<file path="src/design/garp_pkg.sv">
// ----------------------------------------------------------------------------
// garp_pkg: shared types and constants of the atlas rectangle packer
// ----------------------------------------------------------------------------
`default_nettype none
package garp_pkg;
  localparam int unsigned MaxFree   = 64;
  localparam int unsigned CoordBits = 16;
  localparam int unsigned SlotBits  = $clog2(MaxFree);
  localparam int unsigned CntBits   = $clog2(MaxFree + 1);
  localparam int unsigned DimBits   = 11;
  localparam int unsigned RectBits  = 4 * CoordBits;
  localparam logic [CoordBits-1:0] CMax = {CoordBits{1'b1}};
  localparam logic [3:0] BorderReset = 4'd1;

  typedef logic [CoordBits-1:0] coord_t;
  typedef logic [SlotBits-1:0]  slot_t;

  typedef struct packed {
    coord_t x;
    coord_t y;
    coord_t w;
    coord_t h;
  } rect_t;

  // channel payloads
  typedef struct packed {
    logic [3:0] border_pixels;
  } cfg_t;

  typedef struct packed {
    logic [DimBits-1:0] image_width;
    logic [DimBits-1:0] image_height;
  } place_req_t;

  typedef struct packed {
    coord_t     place_x;
    coord_t     place_y;
    coord_t     atlas_width;
    coord_t     atlas_height;
    logic [1:0] status;
  } place_rsp_t;

  typedef enum logic [1:0] {
    ST_OK   = 2'd0,
    ST_FULL = 2'd1,
    ST_SAT  = 2'd2
  } status_e;

  typedef enum logic [3:0] {
    S_IDLE, S_SCAN, S_WAIT, S_DECIDE, S_FREE1, S_PUT1, S_FREE2, S_PUT2, S_OUT
  } state_e;

  // controller to datapath
  typedef struct packed {
    logic load;      // capture request, clear scan
    logic scan_rd;   // issue read of scan slot
    logic scan_en;   // evaluate returned data
    logic decide;    // compute placement and leftovers
    logic find;      // start free slot search
    logic put_sel;   // 0 first leftover, 1 second
    logic put_wr;    // write leftover if found
    logic out_load;  // load result register
  } dp_cmd_t;

  // datapath to controller
  typedef struct packed {
    logic scan_last;
    logic find_last;
  } dp_sts_t;
endpackage
`default_nettype wire

</file>
<file path="src/design/garp_ctrl.sv">
// ----------------------------------------------------------------------------
// garp_ctrl: sequencer for scan, decide and leftover writes
// ----------------------------------------------------------------------------
`default_nettype none
module garp_ctrl (
  input  wire logic              clk_i,
  input  wire logic              rst_ni,
  input  wire logic              in_valid_i,
  output logic                   in_ready_o,
  output logic                   out_valid_o,
  input  wire logic              out_ready_i,
  output garp_pkg::dp_cmd_t      cmd_o,
  input  wire garp_pkg::dp_sts_t sts_i
);
  import garp_pkg::*;

  state_e state_q, state_d;
  logic ovalid_q, ovalid_d;

  always_ff @(posedge clk_i or negedge rst_ni) begin
    if (!rst_ni) begin
      state_q  <= S_IDLE;
      ovalid_q <= 1'b0;
    end else begin
      state_q  <= state_d;
      ovalid_q <= ovalid_d;
    end
  end

  assign out_valid_o = ovalid_q;

  always_comb begin
    state_d    = state_q;
    cmd_o      = '0;
    in_ready_o = 1'b0;
    ovalid_d   = ovalid_q && !out_ready_i;
    case (state_q)
      S_IDLE: begin
        in_ready_o = 1'b1;
        if (in_valid_i) begin
          cmd_o.load = 1'b1;
          state_d = S_SCAN;
        end
      end
      S_SCAN: begin
        cmd_o.scan_en = 1'b1;
        if (sts_i.scan_last) begin
          state_d = S_WAIT;
        end else begin
          cmd_o.scan_rd = 1'b1;
        end
      end
      S_WAIT: begin
        cmd_o.scan_en = 1'b1;
        state_d = S_DECIDE;
      end
      S_DECIDE: begin
        cmd_o.decide = 1'b1;
        state_d = S_FREE1;
      end
      S_FREE1: begin
        cmd_o.find = 1'b1;
        state_d = S_PUT1;
      end
      S_PUT1: begin
        if (sts_i.find_last) begin
          cmd_o.put_wr = 1'b1;
          state_d = S_FREE2;
        end
      end
      S_FREE2: begin
        cmd_o.find = 1'b1;
        cmd_o.put_sel = 1'b1;
        state_d = S_PUT2;
      end
      S_PUT2: begin
        cmd_o.put_sel = 1'b1;
        if (sts_i.find_last) begin
          cmd_o.put_wr = 1'b1;
          state_d = S_OUT;
        end
      end
      S_OUT: begin
        if (!ovalid_q || out_ready_i) begin
          cmd_o.out_load = 1'b1;
          ovalid_d = 1'b1;
          state_d = S_IDLE;
        end
      end
      default: state_d = S_IDLE;
    endcase
  end
endmodule
`default_nettype wire
</file>
<file path="config.mk">
export PLATFORM = sky130hd
export DESIGN_NAME = garp_ctrl
export DESIGN_NICKNAME = d
export VERILOG_FILES = /design/src/design/garp_pkg.sv /design/src/design/garp_ctrl.sv
export SDC_FILE = /design/constraint.sdc
export NUM_CORES = 1
export LEC_CHECK = 0
export BUFFER_PORTS_ARGS = -buffer_cell sky130_fd_sc_hd__buf_2
export CAP_MARGIN = 20
export CORE_AREA = 2 2 39 41
export CTS_CLUSTER_SIZE = 10
export DETAILED_ROUTE_END_ITERATION = 7
export DIE_AREA = 0 0 41 43
export GPL_TIMING_DRIVEN = 0
export PLACE_DENSITY_LB_ADDON = 0.1
export SYNTH_ARGS = -nofsm -noshare
export SYNTH_HDL_FRONTEND = slang
export SYNTH_SLANG_ARGS = --single-unit
</file>
<file path="constraint.sdc">
create_clock -name clk_i -period 1.4 [get_ports clk_i]
set_clock_uncertainty 0.1 [all_clocks]
set_input_delay 0.35 -clock clk_i [delete_from_list [all_inputs] [get_ports clk_i]]
set_output_delay 0.35 -clock clk_i [all_outputs]
set_load 0.02 [all_outputs]
</file>
### After elaboration in Yosys (flattened, before gate mapping)

Index checks and enable logic that the tools add are counted.

| cells by class | value |
|---|---|
| eq/ne operators | 13 |
| mux-type cells | 21 |
| reduce and logical (&&, ||, !) cells | 10 |

Operators with widths:

| kind | count |
|---|---|
| one-hot mux 4 bit (9 select lines) | 1 |
| two-way mux 4 bit | 5 |
| == test 4 x 3 -> 1 bit (second input constant) | 4 |
| two-way mux 1 bit | 15 |
| != test 2 bit (second input constant) | 5 |
| == test 4 x 2 -> 1 bit (second input constant) | 2 |
| OR reduction 2 bit | 4 |
| AND reduction 5 bit | 1 |
| == test 4 x 1 -> 1 bit (second input constant) | 1 |
| == test 4 bit (second input constant) | 1 |
| logical NOT 4 bit | 1 |
| logical NOT 1 bit | 2 |
| logical AND 1 bit | 1 |
| logical OR 1 bit | 1 |

| storage, ports and cells | value |
|---|---|
| register bits after elaboration | 5 |
| input bits | 6 |
| output and inout port bits | 10 |
| logic and storage cells | 46 |

### Longest topological paths before layout

| logic depth | value |
|---|---|
| depth after elaboration | 4 |
| gate-level depth with buffers | 3 |
| depth with buffers taken out | 2 |

### Worst setup path before layout

OpenSTA, ideal clock, no wires.

| timing path | value |
|---|---|
| path type | reg-to-output |
| from | register state_q[2] |
| to | output port cmd_o[7] in the netlist's numbering |
| data arrival time | 1407 ps |
| required time | 950 ps |
| path slack | -457 ps |
| stages on the path, launching flop included | 4 |
| path buffers | 1 |
| path through | dfrtp_1 -> buf_2 -> nor4_2 -> and2_1 |

RTL lines:

| item | RTL line | RTL |
|---|---|---|
| from (decl) | garp_ctrl.sv:17 | `state_e state_q, state_d;` |
| from (signal assigned) | garp_ctrl.sv:25 | `state_q <= state_d;` |
| to (decl) | garp_ctrl.sv:12 | `output garp_pkg::dp_cmd_t cmd_o,` |

==> impl_results.md <==
* Largest net degree at the start of global routing at 11
* CP cell instances: or4b_4 > nor2b_4 > buf_6
* Syn_nets at between 40 and 50
* Post-Syn Area at between 300 and 400 sq um
* Worst-margin pin slew at 0.313 ns
* FF-to-FF setup slack at -0.15 ns
* Leading area contributor after synthesis: dfrtp_1
* Pins Over Slew Limit at 0
* Tightest Hold Check Type: primary input to register
* WHS at 0.337 ns
* Vias at 437
* CTS tree: built
* Most used flip-flop cell after synthesis: dfrtp_1
* GP Congestion at approximately 0.76
* #FFs+latches synth at 5
* Die Ht at 43 um
* TNS Setup at -3.44 ns
* Post-DP HPWL at 673 um
* All-Layer GR Usage at 15.4%
* Final worst path period share at 136%
* Synthesis-to-layout area growth at 111%
* Worst hold path startpoint: out_ready_i
* Final hold viol count at 0
* Gr ovfl total at 0
* Post-Place Cell Area at 498 sq um
* Failing checks: setup timing
* R2r endpoint: state_q[3]$_DFFE_PN0P_
* Vias in the first global route at ~450
* Root Driver: clkbuf_4
* Min-Delay Endpoint: out_valid_o$_DFF_PN0_
* Pwr Density at 2220 nW/um^2
* Yosys top cell area share at 33.6%
* Worst-Skew Late Latency at approximately 0.24 ns
* Status: complete, but fails checks
* Initial antenna violation count at 0
* LEAKAGE at 0.358 nW
* Drt total wl at 1170 um
* R2R cell count at 4
* Reg-to-Reg Start: state_q[1]$_DFFE_PN0P_
* DRC viols at 0
* Num CTS Buffers at 3
* WP data required at 0.95 ns
* Antenna-violating nets left at 0
* Kind of critical path: register to output port
* Hold path depth at 3
* Seq/Total Area, Yosys at 33.6%
* Synth warn at 0
* Htree depth at 1
* NumNets Final at 77
* Mapped Cells at 37
* Post-synthesis cell type count at 26
* Die area at 1760 sq um
* 1st-iter DRT viols at 3
* I/O Pins at 16
* Max Buffers Root-to-Sink at 2
* Ranking of synthesized cells by area: dfrtp_1 (34%), a2bb2o_4 (5.4%), nand2b_1 (5.0%), buf_2 (4.0%), or4b_4 (3.7%)
* Peak supply drop at between 0.0015 and 0.002 V
* Reg area at 126 sq um
* Layout Cell Area excl Fill at about 800 sq um
* Vias per std cell at 5.08
* Worst rel slew slack at between 70% and 80%
* Mean Syn Cell Area at 10.1 sq um
* RSZ-0062 raised after global routing: true
* Starting Density at 26.9%
* Fmax at 526 MHz
* CP startpoint kind: register
* Max-Cap Viols at 0
* Drt wl/cell at 13.6 um
* Final setup fails at 12
* Critical Path End Type: output port
* Ys async rst share at 100%
* First-pass GRT wire length at approximately 1800 um
* Setup slack after layout at -0.502 ns
* Core area at approximately 1400 sq um
* Crit Path Max Fanout at 2
* # fillers at 125
* Floorplan row count at 14
* Final Power at about 1.7 mW
* Clock sink count at 5
* Crit-path slowest cell: or4b_4
* CP max stage delay at 0.56 ns
* Ant diodes at 0
* IO buf count at 15
* EDFF count, synth at 0
* DR pass1 iterations at 4
* Clock-pin slew on the worst setup and hold paths at 0.05 ns
* Final core occ at 56.9%
* Fin crit period at approximately 1.9 ns
* Worst EP arrival at approximately 1.5 ns
* Die Wd at 41 um
* Share of layout cells above drive strength 1 at 75.7%
* Multi-input logic area at 312 sq um
[layer usage]
layer / up-vias / global-route usage [%] / share of wire [%]
met5: - / 0 / 0
met1: 216 / 18.9 / 41
met3: 0 / 2.62 / 4.8
met4: 0 / 13.3 / 0
met2: 15 / 21.9 / 54
li1: 206 / - / -
[report_power, final]
part	switching, mW	internal (mW)	leakage (nW)
combinational	0.583	0.739	0.282
sequential	0.0538	0.200	0.0612
clock	0.0650	0.108	0.0150
total	0.702	1.05	0.358
[metrics by stage]
step | std cells | worst slack, ns
after global placement | 68 | -0.335
after floorplan | 37 | -0.272
after detailed placement | 68 | -0.344
after CTS | 83 | -0.506
final | 86 | -0.502
after global routing | 86 | -0.551
[Yosys cell counts, types with 2 or more instances]
cell type / number
and3_1: 2
dfrtp_1: 5
nand2b_1: 3
nor2_1: 3
buf_2: 3
[layout by cell type, fill, tap and decap left out]
master / n
nor4_1: 1
buf_8: 1
nor3_4: 1
nand4b_1: 1
buf_2: 6
a311oi_2: 1
a41oi_2: 1
xnor2_4: 1
and4b_2: 1
nor2_1: 2
nor4_4: 1
buf_6: 16
a2bb2o_4: 1
nand2_1: 1
nand2b_1: 3
and2_4: 1
dlygate4sd3_1: 1
nand4bb_1: 1
a41o_2: 1
or4b_4: 1
dfrtp_1: 4
clkbuf_4: 3
nor3b_2: 1
clkbuf_1: 1
and3b_2: 1
buf_4: 9
nor2_4: 1
nand3b_1: 1
and3_4: 2
nor2b_4: 1
dfrtp_2: 1
a21oi_1: 1
or3_4: 1
[flip-flops by register name, indices dropped and copies added, names as in the netlist]
| register | cells |
|---|---|
| state_q | 4 |
| out_valid_o | 1 |
[critical path: cells and delay by family, from the launching register on]
| family | cells | cell delay [ns] |
|---|---|---|
| flops | 1 | 0.41 |
| buf+inv | 1 | 0.12 |
| simple gates | 2 | 0.69 |
[area by class of cell]
type	instances	share of cell area, %
multi-input combinational	28	39.6
timing repair buffer	29	32.3
sequential	5	16.1
buffer	4	6.20
clock buffer	4	3.34
tap	16	2.54
[how the worst max path moves through the flow]
stage                                       from        to  slack (ns)  depth (start not counted)
after floorplan           state_q[2]$_DFFE_PN0P_  cmd_o[7]       -0.27                          3
after global placement    state_q[2]$_DFFE_PN0P_  cmd_o[0]       -0.33                          3
after detailed placement  state_q[2]$_DFFE_PN0P_  cmd_o[0]       -0.34                          3
after CTS                 state_q[2]$_DFFE_PN0P_  cmd_o[0]       -0.51                          3
after global routing      state_q[3]$_DFFE_PN0P_  cmd_o[0]       -0.55                          4
final                     state_q[1]$_DFFE_PN0P_  cmd_o[0]       -0.50                          3
[repair_timing]
item                                   CTS  global route
setup buffers                           10             5
hold buffers                             1             0
endpoints found under the hold margin    5             0
pin swaps                               11             8
gates resized for setup                 25            16
setup endpoints to repair               10            12
[cell families (layout without fill, tap and decap cells)]
logic type / after synthesis / in the layout / share of synthesized area (%)
AO/OA/AOI/OAI: 5 / 5 / 14.4
flip-flops: 5 / 5 / 33.6
AND/OR/NAND/NOR: 22 / 22 / 42.6
XOR/XNOR: 1 / 1 / 2.35
buffers and inverters: 4 / 37 / 7.05
Note: power is estimated with default switching activity, not from simulation.
